<file path="src/sv/ka_pkg.sv">
// ----------------------------------------------------------------------------
// ka_pkg: shared types and a compare helper for the key argsort block
// Item and result layouts, store entry, controller command and status.
// ----------------------------------------------------------------------------
package ka_pkg;

    localparam int MAX_KEYS = 64;
    localparam int ADDR_W   = $clog2(MAX_KEYS);
    localparam int CNT_W    = $clog2(MAX_KEYS + 1);

    typedef struct packed {
        logic signed [63:0] key_high;
        logic        [63:0] key_low;
        logic        [15:0] tag;
        logic               last;
    } in_item_t;

    typedef struct packed {
        logic        [15:0] out_tag;
        logic signed [63:0] out_key_high;
        logic        [63:0] out_key_low;
        logic               overflow;
        logic               out_last;
    } out_item_t;

    typedef struct packed {
        logic [63:0] high;
        logic [63:0] low;
        logic [15:0] tag;
    } entry_t;

    typedef struct packed {
        logic              load_key;
        logic              rd_en;
        logic [ADDR_W-1:0] rd_addr;
        logic              wr_en;
        logic              wr_sel;
        logic [ADDR_W-1:0] wr_addr;
        logic              out_load;
        logic              out_overflow;
        logic              out_last;
    } cmd_t;

    typedef struct packed {
        logic key_gt;
    } status_t;

    // signed 128-bit compare: a strictly greater than b
    function automatic logic key_greater(entry_t a, entry_t b);
        logic [127:0] ua;
        logic [127:0] ub;
        ua = {~a.high[63], a.high[62:0], a.low};
        ub = {~b.high[63], b.high[62:0], b.low};
        return ua > ub;
    endfunction

endpackage

</file>
<file path="src/sv/ka_ctrl.sv">
// ----------------------------------------------------------------------------
// ka_ctrl: sequencer for insertion and emit
// Tracks fill count, insert position, emit index and the drop flag.
// ----------------------------------------------------------------------------
module ka_ctrl
    import ka_pkg::*;
(
    input  logic    aclk,
    input  logic    aresetn,
    input  logic    s_valid,
    input  logic    s_last,
    output logic    s_ready,
    output logic    m_valid,
    input  logic    m_ready,
    input  status_t status,
    output cmd_t    cmd
);

    typedef enum logic [5:0] {
        ST_IDLE    = 6'b000001,
        ST_SCAN    = 6'b000010,
        ST_PLACE   = 6'b000100,
        ST_EMIT_RD = 6'b001000,
        ST_EMIT_LD = 6'b010000,
        ST_HOLD    = 6'b100000
    } state_t;

    state_t            state_reg, state_next;
    logic [CNT_W-1:0]  fill_reg, fill_next;
    logic [CNT_W-1:0]  pos_reg, pos_next;
    logic [ADDR_W-1:0] idx_reg, idx_next;
    logic              dropped_reg, dropped_next;
    logic              last_reg, last_next;
    logic [CNT_W-1:0]  fill_dec;
    logic [CNT_W-1:0]  pos_dec;
    logic [CNT_W-1:0]  pos_dec2;
    logic [ADDR_W-1:0] idx_inc;
    logic              idx_end;
    logic              finish;

    assign fill_dec = fill_reg - CNT_W'(1);
    assign pos_dec  = pos_reg - CNT_W'(1);
    assign pos_dec2 = pos_reg - CNT_W'(2);
    assign idx_inc  = idx_reg + ADDR_W'(1);
    assign idx_end  = (CNT_W'(idx_reg) == fill_dec);

    always_comb begin
        state_next   = state_reg;
        fill_next    = fill_reg;
        pos_next     = pos_reg;
        idx_next     = idx_reg;
        dropped_next = dropped_reg;
        last_next    = last_reg;
        cmd          = '0;
        finish       = 1'b0;
        case (state_reg)
            ST_IDLE: begin
                if (s_valid) begin
                    cmd.load_key = 1'b1;
                    last_next    = s_last;
                    idx_next     = '0;
                    if (fill_reg == CNT_W'(MAX_KEYS)) begin
                        dropped_next = 1'b1;
                        state_next   = s_last ? ST_EMIT_RD : ST_IDLE;
                    end else begin
                        pos_next = fill_reg;
                        if (fill_reg == '0) begin
                            state_next = ST_PLACE;
                        end else begin
                            cmd.rd_en   = 1'b1;
                            cmd.rd_addr = fill_dec[ADDR_W-1:0];
                            state_next  = ST_SCAN;
                        end
                    end
                end
            end
            ST_SCAN: begin
                cmd.wr_en   = 1'b1;
                cmd.wr_addr = pos_reg[ADDR_W-1:0];
                if (status.key_gt) begin
                    cmd.wr_sel = 1'b1;
                    pos_next   = pos_dec;
                    if (pos_dec == '0) begin
                        state_next = ST_PLACE;
                    end else begin
                        cmd.rd_en   = 1'b1;
                        cmd.rd_addr = pos_dec2[ADDR_W-1:0];
                    end
                end else begin
                    finish = 1'b1;
                end
            end
            ST_PLACE: begin
                cmd.wr_en   = 1'b1;
                cmd.wr_addr = pos_reg[ADDR_W-1:0];
                finish      = 1'b1;
            end
            ST_EMIT_RD: begin
                cmd.rd_en   = 1'b1;
                cmd.rd_addr = idx_reg;
                state_next  = ST_EMIT_LD;
            end
            ST_EMIT_LD: begin
                cmd.out_load     = 1'b1;
                cmd.out_overflow = dropped_reg;
                cmd.out_last     = idx_end;
                state_next       = ST_HOLD;
            end
            ST_HOLD: begin
                if (m_ready) begin
                    if (idx_end) begin
                        fill_next    = '0;
                        dropped_next = 1'b0;
                        state_next   = ST_IDLE;
                    end else begin
                        idx_next    = idx_inc;
                        cmd.rd_en   = 1'b1;
                        cmd.rd_addr = idx_inc;
                        state_next  = ST_EMIT_LD;
                    end
                end
            end
            default: begin
                state_next = ST_IDLE;
            end
        endcase
        if (finish) begin
            fill_next  = fill_reg + CNT_W'(1);
            idx_next   = '0;
            state_next = last_reg ? ST_EMIT_RD : ST_IDLE;
        end
    end

    always_ff @(posedge aclk) begin
        if (!aresetn) begin
            state_reg   <= ST_IDLE;
            fill_reg    <= '0;
            pos_reg     <= '0;
            idx_reg     <= '0;
            dropped_reg <= 1'b0;
            last_reg    <= 1'b0;
        end else begin
            state_reg   <= state_next;
            fill_reg    <= fill_next;
            pos_reg     <= pos_next;
            idx_reg     <= idx_next;
            dropped_reg <= dropped_next;
            last_reg    <= last_next;
        end
    end

    assign s_ready = (state_reg == ST_IDLE);
    assign m_valid = (state_reg == ST_HOLD);

    a_fill_bound: assert property (@(posedge aclk) disable iff (!aresetn)
        fill_reg <= CNT_W'(MAX_KEYS))
        else $error("fill count above capacity");

    a_scan_pos: assert property (@(posedge aclk) disable iff (!aresetn)
        (state_reg == ST_SCAN) |-> (pos_reg != '0))
        else $error("scan at position zero");

    a_emit_nonempty: assert property (@(posedge aclk) disable iff (!aresetn)
        m_valid |-> (fill_reg != '0))
        else $error("result beat with empty store");

    a_drop_flag: assert property (@(posedge aclk) disable iff (!aresetn)
        (s_valid && s_ready && fill_reg == CNT_W'(MAX_KEYS)) |=> dropped_reg)
        else $error("dropped key not flagged");

endmodule

</file>
<file path="config.mk">
export PLATFORM = sky130hd
export DESIGN_NAME = ka_ctrl
export DESIGN_NICKNAME = d
export VERILOG_FILES = /design/src/sv/ka_pkg.sv /design/src/sv/ka_ctrl.sv
export SDC_FILE = /design/constraint.sdc
export NUM_CORES = 1
export LEC_CHECK = 0
export ABC_CLOCK_PERIOD_IN_PS = 2800
export BUFFER_PORTS_ARGS = -buffer_cell sky130_fd_sc_hd__buf_2
export CORE_UTILIZATION = 53
export DETAILED_ROUTE_END_ITERATION = 12
export GPL_ROUTABILITY_DRIVEN = 0
export GPL_TIMING_DRIVEN = 0
export PLACE_DENSITY = 0.73
export SYNTH_ARGS = -nofsm -noshare
export SYNTH_HDL_FRONTEND = slang
export SYNTH_SLANG_ARGS = --single-unit
</file>
<file path="constraint.sdc">
create_clock -name aclk -period 2.8 [get_ports aclk]
set_input_delay 0.56 -clock aclk [delete_from_list [all_inputs] [get_ports aclk]]
set_output_delay 0.56 -clock aclk [all_outputs]
set_load 0.02 [all_outputs]
</file>
==> results_dict.tcl, run 1 <==
set metrics [dict create \
    start_kind "flip-flop" \
    regArea_um2 584 \
    ys.flop_type "dfxtp_1" \
    slowest_stage "or4_4" \
    post-place-ws_ns -0.458 \
    hold_viol_final 0 \
    crit_top_cell "buf_6" \
    ys_types 55 \
    grt_start_max_net_pins 15 \
    critPathRequiredTime_ns 2.24 \
    worstReg2RegStart "state_reg[4]" \
    synth.area.top_cells "dfxtp_1 26%, xnor2_1 7.3%, nand2_1 4.7%" \
    crit_end "cmd[14]" \
    grt_pass1_wl_mm 9.83 \
    nets 351 \
    fin_util_pct 76.0 \
    cts.sinks 28 \
    core-area_um2 3800 \
    initialDrtViolationCount 122 \
    synth_warnings 0 \
    setup_slack_ns -0.338 \
    drv_slew 0 \
    nFillCells 291 \
    crit_path_start "fill_reg[0]" \
    multiInputGateArea_um2 1690 \
    synth_nets 300 \
    leakage_nw 1.24 \
    synth_area_um2 2170 \
    antennaDiodeCount 0 \
    ys_ff_latch 28 \
    layout_common_cells "31 x buf_4, 25 x nand2_1, 21 x nor2_1" \
    final_common_cell "buf_4" \
    dieArea_um2 4360 \
    via_per_inst 5.93 \
    io_pins 27 \
    hold_class "flip-flop to flip-flop" \
    cts_max_level 1 \
    post_drt_wl_per_cell_um 16.3 \
    violations "negative setup slack" \
    synthArstFlopShare_pct 0 \
    crit_chain "inv_4, ha_4, xor2_1, nand2_1, or4_4, o21ai_4, buf_6, nor3b_2, a211o_1, buf_6" \
    peakVddDrop_mv 0.335 \
    cp_top_family "simple AND/OR/NAND/NOR gates" \
    setup_viol 7 \
    antenna_left 0 \
    rsz0062_at_grt "true" \
    crit_arrival_ns 2.58 \
    maxCapViolations 0 \
    fp.dieW_um 66.0 \
    synthCells 286 \
    initial_core_util_pct 57.2 \
    crit_path_max_incr_delay_ns 0.54 \
    cts_buffers 3 \
    cp-end-kind "output pin" \
    cp.buffers_inverters 3 \
    crit_fanout 6 \
    r2r_cells 7 \
    status "complete, but fails checks" \
    dr.pass1.iters 4 \
    instances_no_fill 383 \
    grt_pass1_vias 2066 \
    routed_wl_mm 6.24 \
    hold_buffers 0 \
    layout-drive-gt1-share_pct 36.1 \
    cp.depth 10 \
    timing.fmax_mhz 319 \
    worst_pin_slew_ns 0.800 \
    die_y_um 66.0 \
    reg2reg_to "pos_reg[0]" \
    yosys.area.top_type_share_pct 25.8 \
    synth_enable_flop_cells 0 \
    clock_path_buffers 2 \
    critPathKind "flip-flop to output pin" \
    drcViolationCount 0 \
    cts_tree "built" \
    portBuffers 26 \
    clk_pin_slew_ns 0.10 \
    fp-row-count 22 \
    finalCritPeriodShare_pct 112 \
    fin_crit_ns 3.14 \
    antenna_found_initial 0 \
    routed-via-count 2273 \
    ys_seq_area_share_pct 25.8 \
    dp_hpwl_mm 4.41 \
    relSlewSlack_pct 46.2 \
    cts-root-buf "clkbuf_8" \
    placed_cells 360 \
    overflow 0 \
    track_usage_pct 29.6 \
    synth_top_area_cell "dfxtp_1" \
    power.density_nw_per_um2 406 \
    insertion_delay_ns 0.28 \
    skew_ns 0.00594 \
    setup_tns_ns -1.81 \
    postSynthAreaPerCell_um2 7.60 \
    r2r_slack_ns 0.31 \
    areaGrowthSynthToFinish_pct 32.8 \
]
==> worst reg2reg max path: stages (launching register included) <==
cell	delay [ns]
dfxtp_2	0.35
or4_4	0.53
buf_4	0.17
or2_1	0.23
buf_6	0.14
a211oi_4	0.54
o21ai_2	0.10
a221oi_1	0.32
==> worst min-delay path by stage <==
stage | startpoint | endpoint | cells after the start
2_1_floorplan | last_reg | last_reg | 2
3_3_place_gp | last_reg | last_reg | 2
3_5_place_dp | dropped_reg | dropped_reg | 1
4_1_cts | last_reg | last_reg | 2
5_1_grt | last_reg | last_reg | 2
6_report | last_reg | last_reg | 2
==> power breakdown <==
group / internal (W) / switching (W) / leakage, nW
Sequential: 0.000419 / 0.0000359 / 0.232
Combinational: 0.000224 / 0.000270 / 0.987
Clock: 0.0000969 / 0.000126 / 0.0216
==> layer usage <==
metal  up-vias  part of all wire [%]  track usage [%]
li1       1113                     -                -
met1      1080                    45             38.3
met3        14                   5.4             4.83
met5         -                     0                0
met4         0                   1.6             6.12
met2        66                    49             51.1
==> layout make-up <==
class	count	share of cell area, %
multi-input cells	225	58.5
flip-flops and latches	28	20.3
repair buffers	51	12.2
plain buffers	13	3.17
inverters	15	2.30
well taps	48	2.08
clock buffers	3	1.43
==> per-stage QoR <==
step	power [W]	cell area (um^2)	hold slack, ns
3_5_place_dp	0.000854	2400	0.485
4_1_cts	0.00112	2700	0.502
2_1_floorplan	0.000763	2210	0.449
6_report	0.00117	2890	0.506
5_1_grt	0.00123	2890	0.517
3_3_place_gp	0.000851	2400	0.477
==> Yosys cell counts (2+ instances only) <==
cell,count
nor4_1,4
o41ai_1,2
a22oi_1,3
o22ai_1,4
nor2_1,22
inv_1,14
or4_4,2
nand3_1,15
mux2i_1,4
nand2_1,27
o32ai_1,2
nor3b_1,7
o21ai_0,10
o221ai_1,3
or3b_1,2
ha_1,8
o211ai_1,3
and3_1,5
o21ai_2,2
xnor2_1,18
and2_1,11
nor2b_1,2
or3_1,3
nand4_1,2
or2_2,3
dfxtp_1,28
nor3_1,7
or3b_2,2
buf_2,5
o21a_1,2
a21oi_1,18
or4_1,3
buf_6,2
clkbuf_1,10
nand2b_1,4
xor2_1,8
==> cell families (layout without fill, tap and decap cells) <==
| family | Yosys count | after routing | share of synthesized area, % |
|---|---|---|---|
| flops | 28 | 28 | 25.8 |
| fa+ha+maj | 8 | 8 | 4.61 |
| xor+xnor | 26 | 26 | 10.5 |
| simple gates | 123 | 123 | 30.0 |
| mux | 4 | 4 | 1.84 |
| buf+inv | 33 | 82 | 6.85 |
| compound gates | 64 | 64 | 20.4 |
==> what timing repair did <==
action / CTS / global route
setup buffers: 17 / 9
pin swaps: 11 / 11
resized for setup: 42 / 42
endpoints found under the setup margin: 9 / 8
(Power assumes the default switching activity.)
==> inputs of run 2 (changes only) <==
Settings changed: CTS_CLUSTER_SIZE from default to 20, SKIP_CTS_REPAIR_TIMING from default to 1.
==> results_dict.tcl, run 2 (same netlist as run 1, synthesis figures left out) <==
set metrics [dict create \
    status "complete, but fails checks" \
    violations "negative setup slack" \
    min_to "last_reg" \
    maxCapViolations 0 \
    crit_path_max_incr_delay_ns 0.54 \
    timing.fmax_mhz 306 \
    initialDrtViolationCount 167 \
    layout_common_cells "29 x buf_2, 27 x nand2_1, 23 x dfxtp_1" \
    hold_viol_final 0 \
    cts.sinks 28 \
    cp.buffers_inverters 4 \
    r2r_slack_ns 0.30 \
    antennaDiodeCount 0 \
    die_y_um 66.0 \
    dr.pass1.iters 4 \
    portBuffers 26 \
    cts_buffers 3 \
    relSlewSlack_pct 31.6 \
    cp.depth 11 \
    peakVddDrop_mv 0.331 \
    crit_fanout 6 \
    clk_pin_slew_ns 0.09 \
    core-area_um2 3800 \
    dp_hpwl_mm 4.41 \
    hold_start "last_reg" \
    switching_share_pct 36.4 \
    p_comb_share_pct 40.1 \
    overflow 0 \
    slowest_stage "or4_4" \
    clock_path_buffers 2 \
    crit_chain "buf_6, clkinvlp_4, ha_4, xor2_1, nand2_1, or4_4, o21ai_4, buf_6, nor3b_2, a211o_1, buf_6" \
    routed-via-count 2190 \
    r2r_cells 7 \
    finalCritPeriodShare_pct 117 \
    p_clk_share_pct 19.6 \
    drcViolationCount 0 \
    crit_arrival_ns 2.71 \
    cts_max_level 1 \
    insertion_delay_ns 0.27 \
    io_pins 27 \
    min_delay_path_depth 2 \
    grt_start_max_net_pins 15 \
    leakage_nw 1.14 \
    power_switching_w 0.000410 \
    setup_tns_ns -3.09 \
    worst_pin_slew_ns 1.02 \
    post_drt_wl_per_cell_um 15.7 \
    fin_crit_ns 3.27 \
    initial_core_util_pct 57.2 \
    antenna_left 0 \
    layout-drive-gt1-share_pct 25.2 \
    cts_tree "built" \
    final_common_cell "buf_2" \
    hold_class "flip-flop to flip-flop" \
    dieArea_um2 4360 \
    power_frac_seq_pct 40.2 \
    routed_wl_mm 5.86 \
    critPathKind "flip-flop to output pin" \
    antenna_found_initial 0 \
    skew_ns 0.00498 \
    cp-end-kind "output pin" \
    grt_pass1_vias 1951 \
    power.density_nw_per_um2 429 \
    cts-root-buf "clkbuf_8" \
    rsz0062_at_grt "true" \
    fp-row-count 22 \
    placed_cells 360 \
    finalPower_w 0.00112 \
    via_per_inst 5.87 \
    grt_pass1_wl_mm 9.33 \
    crit_top_cell "buf_6" \
    post-place-ws_ns -0.458 \
    areaGrowthSynthToFinish_pct 20.6 \
    nets 341 \
    drv_slew 0 \
    reg2reg_to "pos_reg[0]" \
    worstReg2RegStart "state_reg[4]" \
    setup_viol 8 \
    internal-power_w 0.000714 \
    critPathRequiredTime_ns 2.24 \
    cp_top_family "simple AND/OR/NAND/NOR gates" \
    track_usage_pct 28.0 \
    hold-worst-slack_ns 0.505 \
    setup_slack_ns -0.466 \
    instances_no_fill 373 \
    start_kind "flip-flop" \
    fp.dieW_um 66.0 \
]
-- run 2: cell types whose count changed in the layout (fill, tap and decap cells not counted), moves of 3 or more --
cell	previous run	this run
dfxtp_4	5	1
buf_2	19	29
clkbuf_1	6	9
dfxtp_1	19	23
inv_4	4	1
buf_4	31	11
or4_4	5	2
or4_1	0	3
-- run 2: cell type report --
cell class	count	area, um^2
tap	48	60.1
timing repair buffer	36	214
multi-input combinational	225	1570
clock buffer	3	41.3
sequential	28	569
inverter	15	62.6
fill	335	1180
buffer	18	104
-- run 2: power by group through the flow --
stage | clock (W) | combinational [W] | sequential, W
3_5_place_dp | 0 | 0.000398 | 0.000456
5_1_grt | 0.000241 | 0.000488 | 0.000456
2_1_floorplan | 0 | 0.000315 | 0.000448
4_1_cts | 0.000225 | 0.000401 | 0.000447
6_report | 0.000221 | 0.000451 | 0.000452
3_3_place_gp | 0 | 0.000396 | 0.000455
-- run 2: stage by stage --
| stage | util, % | instance area [um^2] |
|---|---|---|
| final | 69.0 | 2620 |
| after global routing | 69.0 | 2620 |
| after CTS | 64.4 | 2440 |
| after detailed placement | 63.3 | 2400 |
| after global placement | 63.3 | 2400 |
| after floorplan | - | 2210 |
-- run 2: worst max path at each step --
stage / from / end / slack, ns
5_1_grt: fill_reg[0] / cmd[14] / -0.59
3_5_place_dp: pos_reg[1] / cmd[17] / -0.46
4_1_cts: pos_reg[1] / cmd[17] / -0.78
2_1_floorplan: state_reg[4] / cmd[12] / -0.02
3_3_place_gp: pos_reg[1] / cmd[17] / -0.42
6_report: fill_reg[0] / cmd[14] / -0.47
-- run 2: metal layers --
layer  global-route usage, %  share of wire [%]  up-vias  routed length, um
li1                        -                  -     1098                  -
met1                    38.0                 49     1037               2850
met3                    3.79                3.5        6                208
met2                    46.8                 47       49               2730
met5                       0                  0        -                  0
met4                    5.85                1.3        0                 74
-- run 2: worst reg2reg max path, stage by stage (launching register included) --
cell,delay [ns]
dfxtp_1,0.35
or4_1,0.55
buf_2,0.17
or2_1,0.23
buf_6,0.14
a211oi_4,0.54
o21ai_2,0.10
a221oi_1,0.32
